===== config.mk =====
export PLATFORM = sky130hd
export DESIGN_NAME = blob_target_selector
export DESIGN_NICKNAME = d
export VERILOG_FILES = /design/src/rtl/core/bts_pkg.sv /design/src/rtl/core/blob_target_selector.sv /design/src/rtl/core/bts_hue_lane.sv
export SDC_FILE = /design/constraint.sdc
export NUM_CORES = 1
export LEC_CHECK = 0
export ABC_AREA = 1
export CORE_UTILIZATION = 50
export CTS_CLUSTER_DIAMETER = 120
export DETAILED_ROUTE_END_ITERATION = 6
export DONT_BUFFER_PORTS = 1
export MAX_ROUTING_LAYER = met4
export PLACE_DENSITY = 0.66
export SYNTH_ARGS = -nofsm -noshare
export SYNTH_HDL_FRONTEND = slang
export SYNTH_SLANG_ARGS = --single-unit

===== constraint.sdc =====
create_clock -name clock -period 8.7 [get_ports clock]
set_clock_uncertainty 0.15 [all_clocks]
set_input_delay 1.74 -clock clock [delete_from_list [all_inputs] [get_ports clock]]
set_output_delay 1.74 -clock clock [all_outputs]
set_load 0.01 [all_outputs]

===== src/rtl/core/bts_pkg.sv =====
// -----------------------------------------------------------------------------
// Blob target selector package
// Box type, lane control group, result status codes and register indexes.
// -----------------------------------------------------------------------------
package bts_pkg;

   localparam int unsigned COORD_W  = 8;
   localparam int unsigned HUE_W    = 3;
   localparam int unsigned CSR_IDX_W = 2;
   localparam int unsigned CSR_DAT_W = 8;

   localparam logic [COORD_W-1:0] MIN_SIZE_RESET = 8'd30;

   typedef struct packed {
      logic [COORD_W-1:0] bottom;
      logic [COORD_W-1:0] right;
      logic [COORD_W-1:0] top;
      logic [COORD_W-1:0] left;
   } box_type;

   typedef struct packed {
      logic hit;
      logic clear;
   } lane_ctl_type;

   typedef enum logic [2:0] {
      STATUS_EMPTY         = 3'd0,
      STATUS_TALL          = 3'd1,
      STATUS_CLUSTER_OK    = 3'd2,
      STATUS_CLUSTER_SMALL = 3'd3,
      STATUS_COLOR_ABSENT  = 3'd4
   } status_type;

   localparam logic [CSR_IDX_W-1:0] CSR_MIN_SIZE         = 2'd0;
   localparam logic [CSR_IDX_W-1:0] CSR_USE_TARGET_COLOR = 2'd1;
   localparam logic [CSR_IDX_W-1:0] CSR_TARGET_COLOR     = 2'd2;

endpackage


===== src/rtl/core/blob_target_selector.sv =====
// -----------------------------------------------------------------------------
// Blob target selector
// Picks one target per frame of colour blobs: the first tallest blob that
// reaches min_size, else the union box of one colour.
// -----------------------------------------------------------------------------
// The result beat is registered: a frame_last beat passes the input register,
// then the result register.
// Throughput: one blob beat per cycle, set by the single-pass update of the
// per-colour union box lanes; a frame_last beat waits only while a held
// result is stalled.
// Reset: synchronous; valid flags and settings return to defaults and frame state clears.
module blob_target_selector
   import bts_pkg::*;
#(
   parameter int unsigned NUM_COLORS = 8
)
(
   input  logic                 clock,
   input  logic                 reset,

   input  logic                 csr_wr_en,
   input  logic [CSR_IDX_W-1:0] csr_index,
   input  logic [CSR_DAT_W-1:0] csr_wdata,

   input  logic                 req_valid,
   output logic                 req_stall,
   input  logic                 req_blob_valid,
   input  logic [COORD_W-1:0]   req_left_x,
   input  logic [COORD_W-1:0]   req_top_y,
   input  logic [COORD_W-1:0]   req_right_x,
   input  logic [COORD_W-1:0]   req_bottom_y,
   input  logic [HUE_W-1:0]     req_blob_hue,
   input  logic                 req_frame_last,

   output logic                 rsp_valid,
   input  logic                 rsp_stall,
   output logic [2:0]           rsp_status,
   output logic [COORD_W-1:0]   rsp_out_left_x,
   output logic [COORD_W-1:0]   rsp_out_top_y,
   output logic [COORD_W-1:0]   rsp_out_right_x,
   output logic [COORD_W-1:0]   rsp_out_bottom_y,
   output logic [HUE_W-1:0]     rsp_out_hue
);

   localparam int unsigned IDX_W = (NUM_COLORS > 1) ? $clog2(NUM_COLORS) : 1;

   typedef struct packed {
      logic               blob_valid;
      box_type            box;
      logic [HUE_W-1:0]   hue;
      logic               frame_last;
   } beat_type;

   typedef struct packed {
      status_type         status;
      box_type            box;
      logic [HUE_W-1:0]   hue;
   } result_type;

   // configuration
   logic [COORD_W-1:0] min_size_ff;
   logic               use_target_color_ff;
   logic [HUE_W-1:0]   target_color_ff;

   // input register
   logic     s1_valid_ff;
   beat_type s1_ff;
   logic     s1_go;
   logic     out_free;
   logic     req_take;

   // frame state
   logic               tall_found_ff, tall_found_in;
   logic [COORD_W-1:0] tall_height_ff, tall_height_in;
   box_type            tall_box_ff, tall_box_in;
   logic [HUE_W-1:0]   tall_hue_ff, tall_hue_in;
   logic               top_seen_ff, top_seen_in;
   logic [COORD_W-1:0] top_height_ff, top_height_in;
   logic [HUE_W-1:0]   top_hue_ff, top_hue_in;

   logic [COORD_W-1:0] blob_height;
   logic               blob_go;
   logic               frame_end;

   lane_ctl_type       lane_ctl [NUM_COLORS];
   logic               lane_seen_in [NUM_COLORS];
   box_type            lane_box_in [NUM_COLORS];

   // result
   logic               rsp_valid_ff;
   result_type         rsp_ff, rsp_in;
   logic [HUE_W-1:0]   pick_hue;
   logic [7:0]         pick_wide;
   logic [IDX_W-1:0]   pick_idx;
   logic               pick_ok;
   box_type            pick_box;
   logic [COORD_W-1:0] union_w, union_h;

   // ---------------------------------------------------------------- config
   always_ff @(posedge clock) begin
      if (reset) begin
         min_size_ff         <= MIN_SIZE_RESET;
         use_target_color_ff <= 1'b0;
         target_color_ff     <= '0;
      end else if (csr_wr_en) begin
         unique case (csr_index)
            CSR_MIN_SIZE:         min_size_ff         <= csr_wdata;
            CSR_USE_TARGET_COLOR: use_target_color_ff <= csr_wdata[0];
            CSR_TARGET_COLOR:     target_color_ff     <= csr_wdata[HUE_W-1:0];
            default: ;
         endcase
      end
   end

   // ------------------------------------------------------------ handshake
   assign out_free  = !rsp_valid_ff || !rsp_stall;
   assign s1_go     = s1_valid_ff && (!s1_ff.frame_last || out_free);
   assign req_stall = s1_valid_ff && !s1_go;
   assign req_take  = req_valid && !req_stall;

   always_ff @(posedge clock) begin
      if (reset) begin
         s1_valid_ff <= 1'b0;
      end else if (req_take) begin
         s1_valid_ff <= 1'b1;
      end else if (s1_go) begin
         s1_valid_ff <= 1'b0;
      end
   end

   always_ff @(posedge clock) begin
      if (req_take) begin
         s1_ff.blob_valid <= req_blob_valid;
         s1_ff.box.left   <= req_left_x;
         s1_ff.box.top    <= req_top_y;
         s1_ff.box.right  <= req_right_x;
         s1_ff.box.bottom <= req_bottom_y;
         s1_ff.hue        <= req_blob_hue;
         s1_ff.frame_last <= req_frame_last;
      end
   end

   // ---------------------------------------------------------- frame state
   assign blob_go     = s1_go && s1_ff.blob_valid;
   assign frame_end   = s1_go && s1_ff.frame_last;
   assign blob_height = s1_ff.box.bottom - s1_ff.box.top + 8'd1;

   always_comb begin
      tall_found_in  = tall_found_ff;
      tall_height_in = tall_height_ff;
      tall_box_in    = tall_box_ff;
      tall_hue_in    = tall_hue_ff;
      top_seen_in    = top_seen_ff;
      top_height_in  = top_height_ff;
      top_hue_in     = top_hue_ff;
      // a zero height never beats the cleared tall height
      if (blob_go && blob_height >= min_size_ff && blob_height > tall_height_ff) begin
         tall_found_in  = 1'b1;
         tall_height_in = blob_height;
         tall_box_in    = s1_ff.box;
         tall_hue_in    = s1_ff.hue;
      end
      if (blob_go && (!top_seen_ff || blob_height > top_height_ff)) begin
         top_seen_in   = 1'b1;
         top_height_in = blob_height;
         top_hue_in    = s1_ff.hue;
      end
   end

   always_ff @(posedge clock) begin
      if (reset || frame_end) begin
         tall_found_ff  <= 1'b0;
         tall_height_ff <= '0;
         tall_box_ff    <= '0;
         tall_hue_ff    <= '0;
         top_seen_ff    <= 1'b0;
         top_height_ff  <= '0;
         top_hue_ff     <= '0;
      end else begin
         tall_found_ff  <= tall_found_in;
         tall_height_ff <= tall_height_in;
         tall_box_ff    <= tall_box_in;
         tall_hue_ff    <= tall_hue_in;
         top_seen_ff    <= top_seen_in;
         top_height_ff  <= top_height_in;
         top_hue_ff     <= top_hue_in;
      end
   end

   for (genvar i = 0; i < NUM_COLORS; i++) begin : g_lane
      assign lane_ctl[i].hit   = blob_go && (8'(s1_ff.hue) == 8'(i));
      assign lane_ctl[i].clear = frame_end;

      bts_hue_lane u_lane (
         .clock    (clock),
         .reset    (reset),
         .ctl      (lane_ctl[i]),
         .blob_box (s1_ff.box),
         .seen_in  (lane_seen_in[i]),
         .box_in   (lane_box_in[i])
      );
   end

   // --------------------------------------------------------------- result
   assign pick_hue  = use_target_color_ff ? target_color_ff : top_hue_in;
   assign pick_wide = 8'(pick_hue);
   assign pick_idx  = pick_wide[IDX_W-1:0];
   assign pick_ok   = (pick_wide < 8'(NUM_COLORS)) && lane_seen_in[pick_idx];
   assign pick_box  = lane_box_in[pick_idx];
   assign union_w   = pick_box.right  - pick_box.left + 8'd1;
   assign union_h   = pick_box.bottom - pick_box.top  + 8'd1;

   always_comb begin
      rsp_in.status = STATUS_EMPTY;
      rsp_in.box    = '0;
      rsp_in.hue    = '0;
      priority if (tall_found_in) begin
         rsp_in.status = STATUS_TALL;
         rsp_in.box    = tall_box_in;
         rsp_in.hue    = tall_hue_in;
      end else if (top_seen_in && pick_ok) begin
         rsp_in.status = (union_w < min_size_ff || union_h < min_size_ff) ?
                         STATUS_CLUSTER_SMALL : STATUS_CLUSTER_OK;
         rsp_in.box    = pick_box;
         rsp_in.hue    = pick_hue;
      end else if (top_seen_in) begin
         rsp_in.status = STATUS_COLOR_ABSENT;
         rsp_in.hue    = pick_hue;
      end else begin
         rsp_in.status = STATUS_EMPTY;
      end
   end

   always_ff @(posedge clock) begin
      if (reset) begin
         rsp_valid_ff <= 1'b0;
      end else if (frame_end) begin
         rsp_valid_ff <= 1'b1;
      end else if (!rsp_stall) begin
         rsp_valid_ff <= 1'b0;
      end
   end

   // hold the payload until the beat is taken
   always_ff @(posedge clock) begin
      if (frame_end) begin
         rsp_ff <= rsp_in;
      end
   end

   assign rsp_valid        = rsp_valid_ff;
   assign rsp_status       = rsp_ff.status;
   assign rsp_out_left_x   = rsp_ff.box.left;
   assign rsp_out_top_y    = rsp_ff.box.top;
   assign rsp_out_right_x  = rsp_ff.box.right;
   assign rsp_out_bottom_y = rsp_ff.box.bottom;
   assign rsp_out_hue      = rsp_ff.hue;

   // ----------------------------------------------------------- assertions
   a_frame_end_gives_result: assert property (@(posedge clock) disable iff (reset)
      frame_end |=> rsp_valid_ff)
      else $error("frame end did not raise a result beat");

   a_frame_end_clears: assert property (@(posedge clock) disable iff (reset)
      frame_end |=> (!top_seen_ff && !tall_found_ff && tall_height_ff == '0))
      else $error("frame state not cleared after frame end");

   a_tall_implies_seen: assert property (@(posedge clock) disable iff (reset)
      tall_found_ff |-> (top_seen_ff && tall_height_ff != '0 &&
                         top_height_ff >= tall_height_ff))
      else $error("tall blob recorded without a consistent tallest blob");

   a_stall_only_on_last: assert property (@(posedge clock) disable iff (reset)
      req_stall |-> (s1_valid_ff && s1_ff.frame_last && rsp_valid_ff && rsp_stall))
      else $error("input stalled without a blocked frame end");

endmodule


===== src/rtl/core/bts_hue_lane.sv =====
// -----------------------------------------------------------------------------
// Blob target selector colour lane
// Holds the union box of one colour for the current frame and offers its
// next value in the same cycle.
// -----------------------------------------------------------------------------
module bts_hue_lane
   import bts_pkg::*;
(
   input  logic         clock,
   input  logic         reset,
   input  lane_ctl_type ctl,
   input  box_type      blob_box,
   output logic         seen_in,
   output box_type      box_in
);

   logic    seen_ff;
   box_type box_ff;

   always_comb begin
      seen_in = seen_ff | ctl.hit;
      box_in  = box_ff;
      if (ctl.hit && !seen_ff) begin
         box_in = blob_box;
      end else if (ctl.hit) begin
         box_in.left   = (blob_box.left   < box_ff.left)   ? blob_box.left   : box_ff.left;
         box_in.top    = (blob_box.top    < box_ff.top)    ? blob_box.top    : box_ff.top;
         box_in.right  = (blob_box.right  > box_ff.right)  ? blob_box.right  : box_ff.right;
         box_in.bottom = (blob_box.bottom > box_ff.bottom) ? blob_box.bottom : box_ff.bottom;
      end
   end

   always_ff @(posedge clock) begin
      if (reset) begin
         seen_ff <= 1'b0;
      end else begin
         seen_ff <= ctl.clear ? 1'b0 : seen_in;
      end
   end

   // box is only read while seen is set
   always_ff @(posedge clock) begin
      box_ff <= box_in;
   end

endmodule


Word level (Yosys, flattened, before mapping)
Index checks and enable logic that the tools add are counted.
Widths: inputs -> output; s select.
{"block": "totals", "reg_bits": 409, "latch_bits": 0, "ramBits": 0, "mem_bits_ro": 0, "inputBits": 52, "out_inout_bits": 40, "wordCells": 255, "memories": 0}
{"block": "op_classes", "add_sub_neg": 6, "multipliers": 0, "div": 0, "n_lt_le_gt_ge": 39, "n_eq_ne": 10, "n_shift": 0, "mux": 71, "n_bitwise": 9, "n_reduce_logical": 52}
{"op": "$mux 32", "n": 20}
{"op": "$mux 8", "n": 32}
{"op": "$gt 8x8->1", "n": 18}
{"op": "$lt 8x8->1", "n": 18}
{"op": "$bmux 32 s3", "n": 1}
{"op": "$mux 35", "n": 1}
{"op": "$logic_and 1x1->1", "n": 26}
{"op": "$add 8x1->8 const B", "n": 3}
{"op": "$sub 8x8->8", "n": 3}
{"op": "$mux 3", "n": 7}
{"op": "$logic_not 1->1", "n": 14}
{"op": "$eq 3x3->1 const B", "n": 4}
{"op": "$mux 1", "n": 9}
{"op": "$ge 8x8->1", "n": 1}
{"op": "$or 1x1->1", "n": 8}
{"op": "$eq 3x2->1 const B", "n": 2}
{"op": "$reduce_and 2->1", "n": 3}
{"op": "$logic_or 1x1->1", "n": 5}
{"op": "$ge 4x4->1 const B", "n": 1}
{"op": "$lt 3x4->1 const B", "n": 1}
{"op": "$not 3->4", "n": 1}
{"op": "$bmux 1 s3", "n": 1}
{"op": "$eq 3x1->1 const B", "n": 1}
{"op": "$logic_not 3->1", "n": 1}
{"op": "other kinds (6)", "n": 6}

Logic depth before layout (Yosys ltp)
Gate-level depths: netlist (run 1).
{"block": "depth", "depth_word": 18, "depth_mapped": 52, "mapped_depth_nobuf": 50}

Hierarchy
Synthesis (run 1) repeated with hierarchy kept, for this count alone.
{"block": "hier_totals", "hier_cells": 3654, "area_unflattened_um2": 26823.2}
{"mod": "bts_hue_lane at g_lane[2].u_lane ...", "n_inst": 6, "cells_per_inst": 288, "area_per_inst_um2": 2139.6, "seq_area_each_um2": 660.6}
{"mod": "blob_target_selector", "n_inst": 1, "cells_per_inst": 1352, "area_per_inst_um2": 9977.1, "seq_area_each_um2": 3653.5}
{"mod": "bts_hue_lane at g_lane[0].u_lane ...", "n_inst": 2, "cells_per_inst": 287, "area_per_inst_um2": 2004.4, "seq_area_each_um2": 660.6}

Worst setup path before layout (run 1)
OpenSTA, ideal clock, no wires.
{"block": "synth_timing", "path_type": "reg-to-reg", "start": "register s1_ff[29] (netlist bit)", "end": "register rsp_ff (netlist bit rsp_status[0]), data pin", "setup_time_ns": 0.256, "t_arrival_ns": 6.583, "required_ns": 8.294, "path_slack_ns": 1.711, "path_stages_with_launch": 51, "path_buffers": 2, "period_less_slack_ns": 6.989, "cell_sequence": "edfxtp_1 > inv_1 > ha_1 > inv_1 > ha_1 > fa_1 > nand3_1 > and2_1 > nor2_1 > nor2_1 > o21bai_1 > xor2_1 > inv_1 > ha_1 > nand2_1 > nor2_1 > nand2_1 > nand2_1 > [... 15 more ...] > ha_1 > fa_1 > nand3_1 > nand3_1 > a21o_1 > a21oi_1 > xor2_1 > nand3_1 > nand2_1 > nand2_1 > nand2_1 > inv_1 > ha_1 > nand4_1 > a21oi_1 > o22ai_1 > nand2_1 > nand2_1"}
{"block": "synth_between", "elab_chain_len": 17, "word_cells_on_any_way": 64, "classes_between": "6 x add/sub; 14 x order compare; 36 x mux; 1 x bitwise; 7 x reduce/logical"}
{"element": "start: declaration", "line": "blob_target_selector.sv:67", "source": "beat_type s1_ff;"}
{"element": "$sub 8x8->8 (*)", "line": "blob_target_selector.sv:146", "source": "assign blob_height = s1_ff.box.bottom - s1_ff.box.top + 8'd1;"}
{"element": "$add 8x1->8 (*)", "line": "blob_target_selector.sv:146"}
{"element": "net blob_height[7]", "line": "blob_target_selector.sv:81", "source": "logic [COORD_W-1:0] blob_height;"}
{"element": "$gt 8x8->1", "line": "blob_target_selector.sv:163", "source": "if (blob_go && (!top_seen_ff || blob_height > top_height_ff)) begin"}
{"element": "$logic_or 1x1->1", "line": "blob_target_selector.sv:163"}
{"element": "$logic_and 1x1->1", "line": "blob_target_selector.sv:163"}
{"element": "$mux 3", "line": "blob_target_selector.sv:163"}
{"element": "$mux 3", "line": "blob_target_selector.sv:205", "source": "assign pick_hue = use_target_color_ff ? target_color_ff : top_hue_in;"}
{"element": "$not 3->4 (not written as such)", "line": "blob_target_selector.sv:208, blob_target_selector.sv:209"}
{"element": "$bmux 32 s3", "line": "blob_target_selector.sv:209", "source": "assign pick_box = lane_box_in[pick_idx];"}
{"element": "$mux 32 (not written as such) (2 in series)", "line": "blob_target_selector.sv:209"}
{"element": "$sub 8x8->8 (on tied branches)", "line": "blob_target_selector.sv:210, blob_target_selector.sv:211"}
{"element": "$add 8x1->8 (on tied branches)", "line": "blob_target_selector.sv:210, blob_target_selector.sv:211"}
{"element": "$lt 8x8->1", "line": "blob_target_selector.sv:222", "source": "rsp_in.status = (union_w < min_size_ff || union_h < min_size_ff) ?"}
{"element": "$logic_or 1x1->1", "line": "blob_target_selector.sv:222"}
{"element": "$mux 1", "line": "blob_target_selector.sv:222"}
{"element": "$mux 3", "line": "blob_target_selector.sv:221", "source": "end else if (top_seen_in && pick_ok) begin"}
{"element": "end signal: assignment", "line": "blob_target_selector.sv:247", "source": "rsp_ff <= rsp_in;"}
{"element": "end: declaration", "line": "blob_target_selector.sv:91", "source": "result_type rsp_ff, rsp_in;"}
The timed path passes the listed nets; every way through them passes the cells marked *. The select of a mux whose other input is x is not followed.
A chain may end at the register's enable or synchronous reset.

Worst setup path after layout (run 1)
{"block": "layout_timing", "start": "register s1_ff[15] (netlist bit)", "end": "register rsp_ff (netlist bit rsp_status[0]), data pin"}
Same word-level chain as after synthesis.

==> results of run 1 <==
logic make-up (layout without fill, tap and decap cells):
family                   after synthesis  after routing  share of synthesized area [%]
AO/OA/AOI/OAI                        686            686                           15.4
XOR/XNOR                              16             16                          0.559
AND/OR/NAND/NOR                     1206           1206                           20.5
other                                  0              5                              0
buffers and inverters                715            744                           11.8
adder cells (fa/ha/maj)              320            320                           16.1
flip-flops                           409            409                           35.7
layout by cell type (no fill, tap or decap), types with 14 or more instances in the layout:
cell type / count
nand2_1: 791
inv_1: 563
dfxtp_1: 334
ha_1: 317
o21ai_0: 303
a21oi_1: 169
nand3_1: 143
nor2_1: 142
edfxtp_1: 75
o211ai_1: 70
o21ai_1: 66
clkbuf_16: 51
buf_4: 51
or2_2: 32
inv_2: 26
nor3_1: 21
o21a_1: 21
nand2_2: 18
nand2_4: 18
o21ai_2: 18
clkbuf_1: 15
nand4_1: 14
worst register-to-register path, delay by kind of cell, from the launching register on:
family / cells / cell delay [ns]
xor gates and xnor gates: 2 / 0.54
buffers and inverters: 5 / 0.93
and+or+nand+nor: 22 / 2.15
DFF: 1 / 0.37
adders and majority gates: 6 / 2.14
AOI/OAI and AO/OA: 7 / 1.63
metrics by stage:
stage,setup WS (ns),cell area (µm²)
finish,0.551,27300
global route,0.0521,27300
CTS,0.699,27300
detailed placement,0.748,25700
global placement,0.906,25700
floorplan,1.71,25100
area by class of cell:
class	count	area (µm²)
fillers	4686	21900
diodes	5	12.5
repair buffers	57	494
multi-input cells	2228	13200
well taps	664	831
clock inverters	13	114
clock buffers	73	1430
inverters	601	2260
flip-flops and latches	409	8940
routing by layer:
layer	wire, µm	GRT usage [%]	vias to the layer above
met3	5640	4.25	182
met1	34400	41.1	10500
met2	37500	53.3	777
met5	0	-	-
met4	3500	14.8	0
li1	-	-	10800
registers in the layout (all words and copies together), names as in the netlist, 3 cells and up:
name and cells:
g_lane.u_lane.box_ff 256, s1_ff 37, tall_box_ff 32, g_lane.u_lane.seen_ff 8, min_size_ff 8, rsp_out_bottom_y 8, rsp_out_left_x 8, rsp_out_right_x 8
rsp_out_top_y 8, tall_height_ff 8, top_height_ff 8, rsp_out_hue 3, rsp_status 3, tall_hue_ff 3, target_color_ff 3, top_hue_ff 3
power breakdown:
group	leakage [nW]	internal [mW]	switching [mW]
registers	3.51	2.43	0.239
clock network	0.765	1.19	0.840
logic	9.12	1.09	1.85
synthesized netlist by cell type, types with 26 or more instances:
cell type | count | area share [%]
buf_2 | 49 | 0.98
o21ai_0 | 304 | 6.1
or2_2 | 32 | 0.80
o21ai_1 | 66 | 1.3
edfxtp_1 | 75 | 9.0
o211ai_1 | 70 | 2.1
dfxtp_1 | 334 | 27
a21oi_1 | 169 | 3.4
ha_1 | 317 | 16
clkbuf_1 | 26 | 0.39
inv_1 | 564 | 8.4
nor2_1 | 144 | 2.2
nand3_1 | 143 | 2.9
nand2_1 | 792 | 12
worst min-delay path by stage:
stage                                               start                               to  slack, ns
after floorplan            tall_height_ff[7]$_SDFFE_PP0P_   tall_height_ff[7]$_SDFFE_PP0P_       0.28
after global placement     tall_height_ff[6]$_SDFFE_PP0P_   tall_height_ff[6]$_SDFFE_PP0P_       0.30
after detailed placement   tall_height_ff[7]$_SDFFE_PP0P_   tall_height_ff[7]$_SDFFE_PP0P_       0.31
after CTS                   top_height_ff[4]$_SDFFE_PP0P_    top_height_ff[4]$_SDFFE_PP0P_       0.32
after global routing      target_color_ff[0]$_SDFFE_PP0P_  target_color_ff[0]$_SDFFE_PP0P_       0.34
final                       top_height_ff[2]$_SDFFE_PP0P_    top_height_ff[2]$_SDFFE_PP0P_       0.32
repair_timing:
action | CTS | global route
resized for setup | 0 | 2
hold buffers | 0 | 0
setup endpoints to repair | 0 | 1
==> reports/metrics.csv, run 1 <==
metric,value,unit
outcome,completed,
die_x,226,µm
hold_ws,0.317,ns
place_inst,3959,
drtPass1Iterations,6,
grt_max_degree,62,
gp_congestion,0.973,
critPathRequiredTime,8.89,ns
p_per_area,279,nW/µm²
worst_pin_slew,1.03,ns
cts_sinks,409,
setup_tns,0,ns
yosysUniqueCellTypes,44,
grt_pass1_vias,21400,
antenna_found_initial,5,
finalSetupViolCount,0,
cp_num_cells,42,
drt_iter0_drc,1958,
synth_edf_count,75,
coreArea,49200,µm²
fin_cells,4050,
postCtsSetupBuffers,0,
endpoint,rsp_status[0]$_SDFFCE_PP1P_,
r2r_end,rsp_status[0]$_SDFFCE_PP1P_,
drv_cap,0,
grt-ovfl-total,0,
ioPinCount,92,
synth_top_flop_cell,dfxtp_1,
async_flop_share,0,%
clockBufferDepth,3,
dp_hpwl,60200,µm
rows,81,
numCtsBuffers,47,
rsz0062_at_grt,false,
endpoint_kind,flop,
portBuffers,0,
ys_seq_area_share,35.7,%
clock.fmax,0.123,GHz
crit_type,flop to flop,
wl_per_cell,20.0,µm
synthCells,3352,
nets,3716,
syn_nets,3724,
drt-total-wl,81000,µm
ant_nets,0,
rr_startpoint,s1_ff[15]$_DFFE_PP_,
die_area,51000,µm²
die-height,226,µm
r2r_cells,42,
yosysWarnings,0,
finalMaxSlewViolations,0,
max_stage_delay,0.77,ns
initial_core_util,51.0,%
p_leak,13.4,nW
finalHoldViolations,0,
ys_seq_elements,409,
crit_slowest_cell,o21ai_2,
total_power,7.63,mW
crit_family,adder cells,
grt_pass1_wl,123000,µm
finalCritPeriodShare,93.7,%
worst_path_most_repeated_cell,nand2_1,
h-tree-depth,2,
final_util,55.5,%
r2r_setup_slack,0.55,ns
num_vias,22300,
start_kind,flop,
hold_class,flop to flop,
crit_start,s1_ff[15]$_DFFE_PP_,
vias_per_cell,5.52,
min_path_cells,2,
area_growth,8.88,%
syn_area_per_cell,7.48,µm²
max_slew_margin,31.2,%
grtUsageTotal,33.0,%
syn_area,25100,µm²
critPathMaxFanout,15,
path_buf_inv,5,
cts_root_buf,clkbuf_16,
clkTransAtPathRegs,0.06,ns
vdd_drop_max,0.000154,V
cts_tree,done,
drc_errors,0,
drive_above_1_share,7.87,%
worst-endpoint-arrival,8.33,ns
insertion_delay,0.60,ns
layout_min_cycle_time,8.15,ns
No activity file was read; power rests on OpenSTA's default activity.
==> inputs of run 2 (changes only) <==
- clock period: 8.7 -> 7.6 ns (I/O delays scaled with it)
==> reports/metrics.csv, run 2 (synthesized netlist as in run 1, its figures left out) <==
metric,value,unit
outcome,completed,
worst-endpoint-arrival,7.37,ns
clock.fmax,0.139,GHz
p_leak,13.8,nW
worst_path_most_repeated_cell,nand2_1,
final_common_cell,nand2_1,
clkTransAtPathRegs,0.06,ns
rows,81,
die_area,51000,µm²
p_per_area,318,nW/µm²
gp_congestion,0.961,
drc_errors,0,
grt_pass1_wl,123000,µm
coreArea,49200,µm²
hold_class,flop to flop,
num-fill-cells,4496,
crit_slowest_cell,edfxtp_1,
max_slew_margin,25.9,%
cts_tree,done,
drive_above_1_share,10.1,%
largest_reg_flops,256,
portBuffers,0,
clockBufferDepth,3,
grt_pass1_vias,21100,
finalMaxSlewViolations,0,
dp_hpwl,60900,µm
numCtsBuffers,49,
vdd_drop_max,0.000180,V
dpl_worst_slack,0.0332,ns
finalCritPeriodShare,94.5,%
drtPass1Iterations,5,
hold_buffers,0,
top_register,g_lane.u_lane.box_ff,
reg_top3,"g_lane.u_lane.box_ff: 256 flops, s1_ff: 37 flops, tall_box_ff: 32 flops",
drt-total-wl,82100,µm
finalSetupViolCount,0,
num_vias,22300,
final_util,57.2,%
ant_nets,0,
cts_root_buf,clkbuf_16,
initial_core_util,51.0,%
ioPinCount,92,
drt_iter0_drc,1564,
nets,3773,
crit_type,flop to flop,
grt-ovfl-total,0,
wl_per_cell,19.9,µm
critPathRequiredTime,7.79,ns
insertion_delay,0.59,ns
critPathMaxFanout,6,
die_x,226,µm
start_kind,flop,
endpoint_kind,flop,
drv_cap,0,
finalHoldViolations,0,
h-tree-depth,2,
grtUsageTotal,33.0,%
max_stage_delay,0.39,ns
vias_per_cell,5.41,
fin_ws,0.417,ns
cts_sinks,409,
grt_max_degree,61,
hold_ws,0.314,ns
die-height,226,µm
final_cell_mix,"nand2_1, inv_1, dfxtp_1, ha_1, o21ai_0",
area_growth,12.2,%
layout_min_cycle_time,7.18,ns
worst_pin_slew,1.11,ns
antenna_found_initial,9,
==> run 2: layer usage <==
layer | routed length, µm | global-route usage (%)
met1 | 35200 | 41.4
met2 | 37200 | 52.5
met3 | 5170 | 4.46
met4 | 4450 | 15.9
met5 | 0 | -
==> run 2: area by class of cell <==
type / instances / area, µm² / area share [%]
multi-input cells: 2231 / 13400 / 47.7
flip-flops and latches: 409 / 8940 / 31.8
inverters: 601 / 2260 / 8.02
clock buffers: 65 / 1390 / 4.94
repair buffers: 109 / 1020 / 3.64
well taps: 664 / 831 / 2.95
clock inverters: 27 / 255 / 0.908
diodes: 8 / 20.0 / 0.0712
==> run 2: repair_timing <==
| item | 4_1_cts | 5_1_grt |
|---|---|---|
| gates resized for setup | 0 | 57 |
| setup endpoints to repair | 0 | 1 |
| buffers inserted | 0 | 32 |
==> run 2: critical path: cells and delay by family, from the launching register on <==
family / cells / cell delay (ns)
and+or+nand+nor: 24 / 2.01
adders and majority gates: 8 / 2.29
DFF: 1 / 0.39
xor gates and xnor gates: 2 / 0.44
buffers and inverters: 7 / 0.63
AOI/OAI and AO/OA: 8 / 1.01
==> run 2: worst paths after layout <==
path,endpoint,from,depth (start not counted),slack [ns]
max,rsp_status[0]$_SDFFCE_PP1P_,s1_ff[13]$_DFFE_PP_,49,0.42
min,tall_height_ff[6]$_SDFFE_PP0P_,tall_height_ff[6]$_SDFFE_PP0P_,2,0.31
max reg2reg,rsp_status[0]$_SDFFCE_PP1P_,s1_ff[13]$_DFFE_PP_,49,0.42
min reg2reg,tall_height_ff[6]$_SDFFE_PP0P_,tall_height_ff[6]$_SDFFE_PP0P_,2,0.31
==> run 2: through the flow <==
stage,power (mW),instances,TNS [ns],area (µm²)
after floorplan,5.41,3352,0,25100
after global placement,6.26,3978,0,25900
after detailed placement,6.38,3978,0,25900
after CTS,8.81,4070,0,27500
after global routing,9.60,4112,-0.0139,28100
final,8.94,4114,0,28100
==> run 2: report_power, final <==
group / switching (mW) / leakage [nW] / internal [mW] / total [mW]
Combinational: 2.17 / 9.44 / 1.33 / 3.49
Sequential: 0.262 / 3.51 / 2.78 / 3.04
Clock: 0.966 / 0.806 / 1.45 / 2.42
